==> src/rtl/ret_pkg.sv <==
`timescale 1ns / 1ps
// ----------------------------------------------------------------------------
// Regex escape tokenizer package
// Shared transaction types, token and error codes, and character helpers.
// ----------------------------------------------------------------------------
package ret_pkg;

   // Number of hex digits that follow a \u escape, and the counter width.
   localparam int unsigned DIGIT_CNT_W = 3;
   localparam logic [DIGIT_CNT_W-1:0] HEX_DIGITS = 3'd4;

   // Token kinds on the result channel.
   localparam logic [2:0] KIND_LITERAL = 3'd0;
   localparam logic [2:0] KIND_ALT     = 3'd1;
   localparam logic [2:0] KIND_WILD    = 3'd2;
   localparam logic [2:0] KIND_LPAREN  = 3'd3;
   localparam logic [2:0] KIND_RPAREN  = 3'd4;
   localparam logic [2:0] KIND_ERROR   = 3'd5;
   localparam logic [2:0] KIND_END     = 3'd6;

   // Error codes.
   localparam logic [2:0] ERR_NONE           = 3'd0;
   localparam logic [2:0] ERR_INVALID_ESCAPE = 3'd1;
   localparam logic [2:0] ERR_BAD_HEX        = 3'd2;
   localparam logic [2:0] ERR_ESCAPE_AT_END  = 3'd3;
   localparam logic [2:0] ERR_UNICODE_SHORT  = 3'd4;

   // Input commands.
   localparam logic CMD_CHAR = 1'b0;
   localparam logic CMD_END  = 1'b1;

   // Pattern bytes with a special meaning.
   localparam logic [7:0] CH_BAR    = 8'h7C;
   localparam logic [7:0] CH_DOT    = 8'h2E;
   localparam logic [7:0] CH_LPAREN = 8'h28;
   localparam logic [7:0] CH_RPAREN = 8'h29;
   localparam logic [7:0] CH_BSLASH = 8'h5C;
   localparam logic [7:0] CH_LOW_A  = 8'h61;
   localparam logic [7:0] CH_LOW_E  = 8'h65;
   localparam logic [7:0] CH_LOW_F  = 8'h66;
   localparam logic [7:0] CH_LOW_N  = 8'h6E;
   localparam logic [7:0] CH_LOW_R  = 8'h72;
   localparam logic [7:0] CH_LOW_T  = 8'h74;
   localparam logic [7:0] CH_LOW_U  = 8'h75;
   localparam logic [7:0] CH_LOW_V  = 8'h76;

   // Control codes produced by escape letters.
   localparam logic [15:0] CODE_BEL = 16'h0007;
   localparam logic [15:0] CODE_ESC = 16'h001B;
   localparam logic [15:0] CODE_FF  = 16'h000C;
   localparam logic [15:0] CODE_LF  = 16'h000A;
   localparam logic [15:0] CODE_CR  = 16'h000D;
   localparam logic [15:0] CODE_TAB = 16'h0009;
   localparam logic [15:0] CODE_VT  = 16'h000B;

   // Lexer mode.
   typedef enum logic [1:0] {
      MODE_NORMAL  = 2'd0,
      MODE_ESCAPE  = 2'd1,
      MODE_UNICODE = 2'd2
   } lex_mode_type;

   // Input transaction.
   typedef struct packed {
      logic       cmd;
      logic [7:0] ch;
   } req_type;

   // Result transaction.
   typedef struct packed {
      logic [2:0]  kind;
      logic [15:0] value;
      logic [2:0]  error_code;
      logic        any_error;
   } rsp_type;

   // Hex digit value in bits 3:0; bit 4 is set when the byte is not a hex digit.
   function automatic logic [4:0] hex_digit(input logic [7:0] c);
      logic [4:0] d;
      if (c >= 8'h30 && c <= 8'h39) begin
         d = {1'b0, 4'(c - 8'h30)};
      end else if (c >= 8'h61 && c <= 8'h66) begin
         d = {1'b0, 4'(c - 8'h57)};
      end else if (c >= 8'h41 && c <= 8'h46) begin
         d = {1'b0, 4'(c - 8'h37)};
      end else begin
         d = 5'h10;
      end
      return d;
   endfunction

endpackage

==> src/rtl/regex_escape_tokenizer_top.sv <==
`timescale 1ns / 1ps
// ----------------------------------------------------------------------------
// Regex escape tokenizer
// Byte-serial lexer for regular-expression patterns with escape handling.
// ----------------------------------------------------------------------------
// Usage:
//   The req channel carries one pattern byte (cmd = 0) or an end-of-pattern
//   marker (cmd = 1) per transaction. The rsp channel carries at most one
//   token per input transaction: a literal, an operator, an error or the end
//   token. A backslash, the u of \u and all but the last hex digit produce no
//   token. The end token reports a dangling escape or a short \u and returns
//   the lexer to its initial state for the next pattern.
//   An accepted byte is held in the input register and decoded against the lexer
//   mode; its token is registered in the result register, which drives rsp.
//   Throughput: one transaction per cycle while the receiver does not stall,
//   set by the single mode-update step between the input register and the
//   result register. Reset clears the valid bits of both registers and the
//   lexer state. When the receiver stalls, the token holds in the result
//   register while the input register can still take one more byte; an item
//   with no token passes even under a stall.
// ----------------------------------------------------------------------------
module regex_escape_tokenizer_top (
   input  logic              clock,
   input  logic              reset,
   input  logic              req_valid,
   output logic              req_ready,
   input  ret_pkg::req_type  req_data,
   output logic              rsp_valid,
   input  logic              rsp_ready,
   output ret_pkg::rsp_type  rsp_data
);

   // Input register.
   logic             in_valid_ff, in_valid_in;
   ret_pkg::req_type in_data_ff;

   // Lexer state.
   ret_pkg::lex_mode_type                 mode_ff, mode_in, mode_nx;
   logic [ret_pkg::DIGIT_CNT_W-1:0]       digits_ff, digits_in, digits_nx;
   logic [15:0]                           hex_ff, hex_in, hex_nx;
   logic                                  inv_ff, inv_in, inv_nx;
   logic                                  err_ff, err_in, err_nx;

   // Result register.
   logic             out_valid_ff, out_valid_in;
   ret_pkg::rsp_type out_data_ff, out_data_in;

   // Token decode.
   logic             tok_has;
   ret_pkg::rsp_type tok;
   logic [4:0]       digit;
   logic             advance;

   // Decode the held byte against the current mode.
   always_comb begin
      mode_nx   = mode_ff;
      digits_nx = digits_ff;
      hex_nx    = hex_ff;
      inv_nx    = inv_ff;
      err_nx    = err_ff;
      tok_has   = 1'b0;
      tok       = '0;
      digit     = ret_pkg::hex_digit(in_data_ff.ch);
      if (in_data_ff.cmd == ret_pkg::CMD_END) begin
         tok_has  = 1'b1;
         tok.kind = ret_pkg::KIND_END;
         case (mode_ff)
            ret_pkg::MODE_ESCAPE:  tok.error_code = ret_pkg::ERR_ESCAPE_AT_END;
            ret_pkg::MODE_UNICODE: tok.error_code = ret_pkg::ERR_UNICODE_SHORT;
            default:               tok.error_code = ret_pkg::ERR_NONE;
         endcase
         tok.any_error = err_ff | (tok.error_code != ret_pkg::ERR_NONE);
         mode_nx   = ret_pkg::MODE_NORMAL;
         digits_nx = '0;
         hex_nx    = '0;
         inv_nx    = 1'b0;
         err_nx    = 1'b0;
      end else begin
         case (mode_ff)
            ret_pkg::MODE_UNICODE: begin
               inv_nx = inv_ff | digit[4];
               hex_nx = {hex_ff[11:0], digit[3:0]};
               if (digits_ff > ret_pkg::DIGIT_CNT_W'(1)) begin
                  digits_nx = digits_ff - ret_pkg::DIGIT_CNT_W'(1);
               end else begin
                  digits_nx = '0;
                  mode_nx   = ret_pkg::MODE_NORMAL;
                  tok_has   = 1'b1;
                  if (inv_nx) begin
                     err_nx         = 1'b1;
                     tok.kind       = ret_pkg::KIND_ERROR;
                     tok.error_code = ret_pkg::ERR_BAD_HEX;
                  end else begin
                     tok.kind  = ret_pkg::KIND_LITERAL;
                     tok.value = hex_nx;
                  end
               end
            end
            ret_pkg::MODE_ESCAPE: begin
               mode_nx  = ret_pkg::MODE_NORMAL;
               tok_has  = 1'b1;
               tok.kind = ret_pkg::KIND_LITERAL;
               case (in_data_ff.ch)
                  ret_pkg::CH_BAR, ret_pkg::CH_DOT, ret_pkg::CH_LPAREN,
                  ret_pkg::CH_RPAREN, ret_pkg::CH_BSLASH:
                     tok.value = {8'h00, in_data_ff.ch};
                  ret_pkg::CH_LOW_A: tok.value = ret_pkg::CODE_BEL;
                  ret_pkg::CH_LOW_E: tok.value = ret_pkg::CODE_ESC;
                  ret_pkg::CH_LOW_F: tok.value = ret_pkg::CODE_FF;
                  ret_pkg::CH_LOW_N: tok.value = ret_pkg::CODE_LF;
                  ret_pkg::CH_LOW_R: tok.value = ret_pkg::CODE_CR;
                  ret_pkg::CH_LOW_T: tok.value = ret_pkg::CODE_TAB;
                  ret_pkg::CH_LOW_V: tok.value = ret_pkg::CODE_VT;
                  ret_pkg::CH_LOW_U: begin
                     tok_has   = 1'b0;
                     mode_nx   = ret_pkg::MODE_UNICODE;
                     digits_nx = ret_pkg::HEX_DIGITS;
                     hex_nx    = '0;
                     inv_nx    = 1'b0;
                  end
                  default: begin
                     err_nx         = 1'b1;
                     tok.kind       = ret_pkg::KIND_ERROR;
                     tok.error_code = ret_pkg::ERR_INVALID_ESCAPE;
                  end
               endcase
            end
            default: begin
               // Normal mode; the unused mode code lands here as well.
               mode_nx = ret_pkg::MODE_NORMAL;
               tok_has = 1'b1;
               case (in_data_ff.ch)
                  ret_pkg::CH_BAR:    tok.kind = ret_pkg::KIND_ALT;
                  ret_pkg::CH_DOT:    tok.kind = ret_pkg::KIND_WILD;
                  ret_pkg::CH_LPAREN: tok.kind = ret_pkg::KIND_LPAREN;
                  ret_pkg::CH_RPAREN: tok.kind = ret_pkg::KIND_RPAREN;
                  ret_pkg::CH_BSLASH: begin
                     tok_has = 1'b0;
                     mode_nx = ret_pkg::MODE_ESCAPE;
                  end
                  default: begin
                     tok.kind  = ret_pkg::KIND_LITERAL;
                     tok.value = {8'h00, in_data_ff.ch};
                  end
               endcase
            end
         endcase
      end
   end

   // The held item moves on when it has no token or the result register frees up.
   assign advance   = in_valid_ff & (~tok_has | ~out_valid_ff | rsp_ready);
   assign req_ready = ~in_valid_ff | advance;

   // Next values for the registers.
   always_comb begin
      in_valid_in  = req_ready ? req_valid : in_valid_ff;
      mode_in      = advance ? mode_nx   : mode_ff;
      digits_in    = advance ? digits_nx : digits_ff;
      hex_in       = advance ? hex_nx    : hex_ff;
      inv_in       = advance ? inv_nx    : inv_ff;
      err_in       = advance ? err_nx    : err_ff;
      out_data_in  = out_data_ff;
      out_valid_in = out_valid_ff & ~rsp_ready;
      if (advance && tok_has) begin
         out_valid_in = 1'b1;
         out_data_in  = tok;
      end
   end

   // Control and state registers.
   always_ff @(posedge clock) begin
      if (reset) begin
         in_valid_ff  <= 1'b0;
         out_valid_ff <= 1'b0;
         mode_ff      <= ret_pkg::MODE_NORMAL;
         digits_ff    <= '0;
         hex_ff       <= '0;
         inv_ff       <= 1'b0;
         err_ff       <= 1'b0;
      end else begin
         in_valid_ff  <= in_valid_in;
         out_valid_ff <= out_valid_in;
         mode_ff      <= mode_in;
         digits_ff    <= digits_in;
         hex_ff       <= hex_in;
         inv_ff       <= inv_in;
         err_ff       <= err_in;
      end
   end

   // Payload registers.
   always_ff @(posedge clock) begin
      if (req_ready) begin
         in_data_ff <= req_data;
      end
      out_data_ff <= out_data_in;
   end

   assign rsp_valid = out_valid_ff;
   assign rsp_data  = out_data_ff;

endmodule

==> config.mk <==
export PLATFORM = sky130hd
export DESIGN_NAME = regex_escape_tokenizer_top
export DESIGN_NICKNAME = d
export VERILOG_FILES = /design/src/rtl/ret_pkg.sv /design/src/rtl/regex_escape_tokenizer_top.sv
export SDC_FILE = /design/constraint.sdc
export NUM_CORES = 1
export LEC_CHECK = 0
export BUFFER_PORTS_ARGS = -buffer_cell sky130_fd_sc_hd__clkbuf_2
export CORE_ASPECT_RATIO = 1.4
export CORE_MARGIN = 8
export CORE_UTILIZATION = 57
export DETAILED_ROUTE_END_ITERATION = 7
export PLACE_DENSITY = 0.88
export SYNTH_ARGS = -nofsm -noshare
export SYNTH_HDL_FRONTEND = slang
export SYNTH_SLANG_ARGS = --single-unit
==> constraint.sdc <==
create_clock -name clock -period 3.41 [get_ports clock]
set_input_delay 0.682 -clock clock [delete_from_list [all_inputs] [get_ports clock]]
set_output_delay 0.682 -clock clock [all_outputs]
set_load 0.01 [all_outputs]
# After elaboration in Yosys (flattened, before gate mapping)
# Index checks and enable logic that the tools add are counted.
# op_classes
add_sub_neg	4
magnitude_cmp	7
n_eq_ne	19
muxes	43
bitwise_logic	11
reduce_logical	11
# op_table
op	count
8-bit by 7-bit equality test with 1-bit output, second input constant	10
8-bit case mux with 8 select lines	1
19-bit case mux with 2 select lines	1
8-bit by 6-bit equality test with 1-bit output, second input constant	3
12-bit 2-to-1 mux	2
12-bit case mux with 2 select lines	1
22-bit 2-to-1 mux	1
3-bit 2-to-1 mux	7
3-bit case mux with 2 select lines	3
8-bit by 7-bit >= comparator with 1-bit output, second input constant	2
8-bit by 7-bit <= comparator with 1-bit output, second input constant	2
16-bit 2-to-1 mux	1
5-bit 2-to-1 mux	3
1-bit 2-to-1 mux	13
13-bit OR reduction	1
3-bit case mux with 4 select lines	1
3-bit != test, second input constant	3
8-bit by 6-bit >= comparator with 1-bit output, second input constant	1
8-bit by 6-bit <= comparator with 1-bit output, second input constant	1
2-bit 2-to-1 mux	4
8-bit 2-to-1 mux	1
4-bit by 3-bit subtractor with 4-bit output, second input constant	2
1-bit case mux with 2 select lines	3
3-bit nonzero test	2
other kinds (15)	26
# word_totals
regBits	53
out_inout_bits	25

# Logic depth before layout (Yosys ltp)
# logic_depth
ltp_word	10
depth_mapped	11

# Worst setup path before layout
# Ideal clock, no wire load.
# synth_path
kind	register -> output
startpoint	reg in_data_ff[0] (netlist name)
endpoint	out req_ready
t_arrival_ns	2.162
required_time_ns	2.728
setup_slack_ns	0.566
path_stages_with_launch	8
path_buffers	1
path_cell_list	edfxtp_1 inv_1 ha_1 nand2_1 or3_4 or4_1 buf_2 nand4_1
# synth_between
elab_chain_len	9
# synth_lines
element	line_no	text
start: declaration	regex_escape_tokenizer_top.sv:35	ret_pkg::req_type in_data_ff;
start signal: assignment	regex_escape_tokenizer_top.sv:195	in_data_ff <= req_data;
8-bit by 7-bit equality test with 1-bit output, on equally long branches	regex_escape_tokenizer_top.sv:132, regex_escape_tokenizer_top.sv:103	
1-bit 2-to-1 mux, on equally long branches	regex_escape_tokenizer_top.sv:132, regex_escape_tokenizer_top.sv:103	
1-bit case mux with 2 select lines *	regex_escape_tokenizer_top.sv:79	case (mode_ff)
1-bit 2-to-1 mux *	regex_escape_tokenizer_top.sv:64	if (in_data_ff.cmd == ret_pkg::CMD_END) begin
1-bit inverter *	regex_escape_tokenizer_top.sv:152	assign advance = in_valid_ff & (~tok_has | ~out_valid_ff | rsp_ready);
1-bit bitwise OR * (2 in series)	regex_escape_tokenizer_top.sv:152	
1-bit AND *	regex_escape_tokenizer_top.sv:152	
1-bit bitwise OR *	regex_escape_tokenizer_top.sv:153	assign req_ready = ~in_valid_ff | advance;
end: declaration	regex_escape_tokenizer_top.sv:26	output logic req_ready,
# Mark *: on every way between the ends. The rest lies on a longest branch, timed or not.

# Worst setup path after layout
# layout_path
startpoint	reg in_data_ff[1] (netlist name)
endpoint	out req_ready
# The elaborated chain is that of the path after synthesis.

==> metrics.cfg <==
[outcome]
status = complete, no violations

[finish]
drive_gt1_share_pct = 20.4
final_area_um2 = 3200
num-fill-cells = 412
syn_to_final_growth_pct = 13.2
diodes = 0
nNetsFinal = 354

[yosys]
netlist_area_um2 = 2820
postSynthNetCount = 316
ys.flop_type = edfxtp_1
ys_warn_count = 0
ys_async_sr_fraction_pct = 0
synth_cell_types = 59
ys_seq_elements = 53
ys_seq_area_share_pct = 48.9
synth_edf_count = 32
syn_area_per_cell_um2 = 9.61
syn_inst = 294

[critical_path]
cp.buffers_inverters = 2
critPathKind = reg -> out
slowest_stage = or4_1
endpoint_kind = primary output
startpoint_type = flop
crit_chain = inv_1 > ha_1 > nand2_1 > or3_4 > or4_1 > nand4_1 > clkbuf_2
crit_family = simple AND/OR/NAND/NOR gates
critPathMaxFanout = 6
critPathArrivalTime_ns = 2.56
critPathMaxStageDelay_ns = 0.53
cp.required_ns = 2.73

[clocking]
cts-htree-levels = 2
clk_path_buf_depth = 2
cts_buffers = 5
clock_latency_ns = 0.31
postCtsResizedCells = 0
cts_sinks = 53
cts_root_buf = clkbuf_8
clk_pin_slew_ns = 0.10
cts_tree = yes

[routing]
drc_errors = 0
post_drt_wl_per_cell_um = 16.6
routed-wl-met3_um = 488
m1WireLength_mm = 2.55
ant_nets = 0
dr_wl_met2_mm = 3.33
wirelength_mm = 6.60
via_per_inst = 6.11
drt_iter0_drc = 292
vias = 2424
top_layer_used = met4
detailedRoute.firstPassIterationCount = 5

[timing]
fmax_mhz = 308
skew_ns = 0.00673
slew_violations = 0
worst_pin_slew_ns = 1.07
hold_violations = 0
grt_setup_unrepaired = false
maxSlewHeadroom_pct = 28.3
fin_setup_tns_ns = 0
period_share_pct = 95.2
min_period_ns = 3.24
setup_viol = 0

[pwr]
vdd_drop_max_mv = 0.309
power_density_nw_per_um2 = 376
p_total_mw = 1.20
p_leak_nw = 1.22

[die]
io_pins = 38
initial_core_util_pct = 58.8
row_count = 30
fp.dieArea_um2 = 7490
die_h_um = 99.3
die_w_um = 75.5
core_um2 = 4800

[global_routing]
first_global_vias = 2266
gr-total-overflow = 0
gr-usage-all-layers_pct = 18.2
grt_pass1_wl_mm = 10.7
grt_start_max_net_pins = 24
antenna_found_initial = 0

[placed_design]
hpwl_mm = 4.84
dpl_cell_area_um2 = 3090
io_buffers = 37
place_congestion = 0.944

[hold_path]
hold_path_class = reg -> reg

[flow_run]
cap_violations = 0

-- through the flow --
step           std cells  setup slack (ns)  util, %  hold slack [ns]
6_report             397             0.165     66.5            0.455
2_1_floorplan        294             0.566        -            0.427
3_3_place_gp         387             0.549     64.3            0.434
3_5_place_dp         387             0.462     64.3            0.442
5_1_grt              397            0.0284     66.5            0.475
4_1_cts              395             0.105     66.2            0.457
-- placed cells by master, fill, tap and decap left out, drive strengths merged, types with 6 or more instances in the layout --
cell / instances
edfxtp: 32
dfxtp: 21
nand4: 7
nor2: 15
o21ai: 12
and3: 10
clkbuf: 42
nand3: 16
nand2: 35
inv: 15
buf: 14
a21oi: 24
nand2b: 6
nor2b: 6
ha: 9
-- routing by layer --
layer	vias to the layer above	track usage, %
li1	1160	-
met2	101	30.2
met3	22	4.23
met1	1141	21.2
met4	0	8.17
met5	-	0
-- registers in the layout, indices dropped and copies added (netlist names) --
| register | count |
|---|---|
| in_valid_ff | 1 |
| in_data_ff | 9 |
| err_ff | 1 |
| rsp_valid | 1 |
| digits_ff | 3 |
| inv_ff | 1 |
| mode_ff | 2 |
| rsp_data | 23 |
| hex_ff | 12 |
-- Yosys cell counts, types with 7 or more instances --
| master | count | area share (%) |
|---|---|---|
| nand3_1 | 16 | 2.8 |
| nand2_1 | 35 | 4.7 |
| edfxtp_1 | 32 | 34 |
| a21oi_1 | 24 | 4.3 |
| clkbuf_1 | 12 | 1.6 |
| o21ai_0 | 12 | 2.1 |
| and3_1 | 10 | 2.2 |
| inv_1 | 13 | 1.7 |
| ha_1 | 9 | 4.0 |
| dfxtp_1 | 21 | 15 |
| nand4_1 | 7 | 1.6 |
| nor2_1 | 15 | 2.0 |
-- worst register-to-register path, stage by stage (launching register included) --
cell      delay, ns
edfxtp_1       0.47
inv_1          0.18
ha_1           0.24
nand2_1        0.11
or3_4          0.39
or4_1          0.53
a31oi_1        0.51
a21oi_1        0.13
a31o_2         0.24
-- worst paths after layout --
| check | from | to | slack (ns) | depth (start not counted) |
|---|---|---|---|---|
| min reg2reg | hex_ff[9] | hex_ff[9] | 0.46 | 2 |
| min | hex_ff[9] | hex_ff[9] | 0.46 | 2 |
| max | in_data_ff[1] | req_ready | 0.17 | 7 |
| max reg2reg | in_data_ff[1] | err_ff | 0.52 | 8 |
-- where the power goes --
part | internal (mW) | total [mW] | leakage, nW | switching (mW)
Combinational | 0.0440 | 0.115 | 0.683 | 0.0713
Clock | 0.150 | 0.368 | 0.0466 | 0.218
Sequential | 0.700 | 0.718 | 0.486 | 0.0181
Total | 0.894 | 1.20 | 1.22 | 0.308
-- layout make-up --
cell class | count | area, um^2 | share of cell area (%)
sequential | 53 | 1380 | 43.2
multi-input combinational | 208 | 1300 | 40.7
timing repair buffer | 51 | 290 | 9.08
tap | 64 | 80.1 | 2.50
clock buffer | 5 | 68.8 | 2.15
inverter | 13 | 48.8 | 1.53
clock inverter | 3 | 25.0 | 0.783
-- cells by family after synthesis --
logic type / Yosys count / share of synthesized area [%]
AOI/OAI and AO/OA: 76 / 18.1
xor gates and xnor gates: 1 / 0.310
adders and majority gates: 9 / 3.99
buffers and inverters: 33 / 5.05
DFF: 53 / 48.9
muxes: 4 / 1.46
and+or+nand+nor: 118 / 22.2
-- timing repair --
action                                  CTS  global route
hold buffers                              0             0
endpoints found under the setup margin    0             1
setup buffers                             0             2
Note: power is estimated with default switching activity, not from simulation.
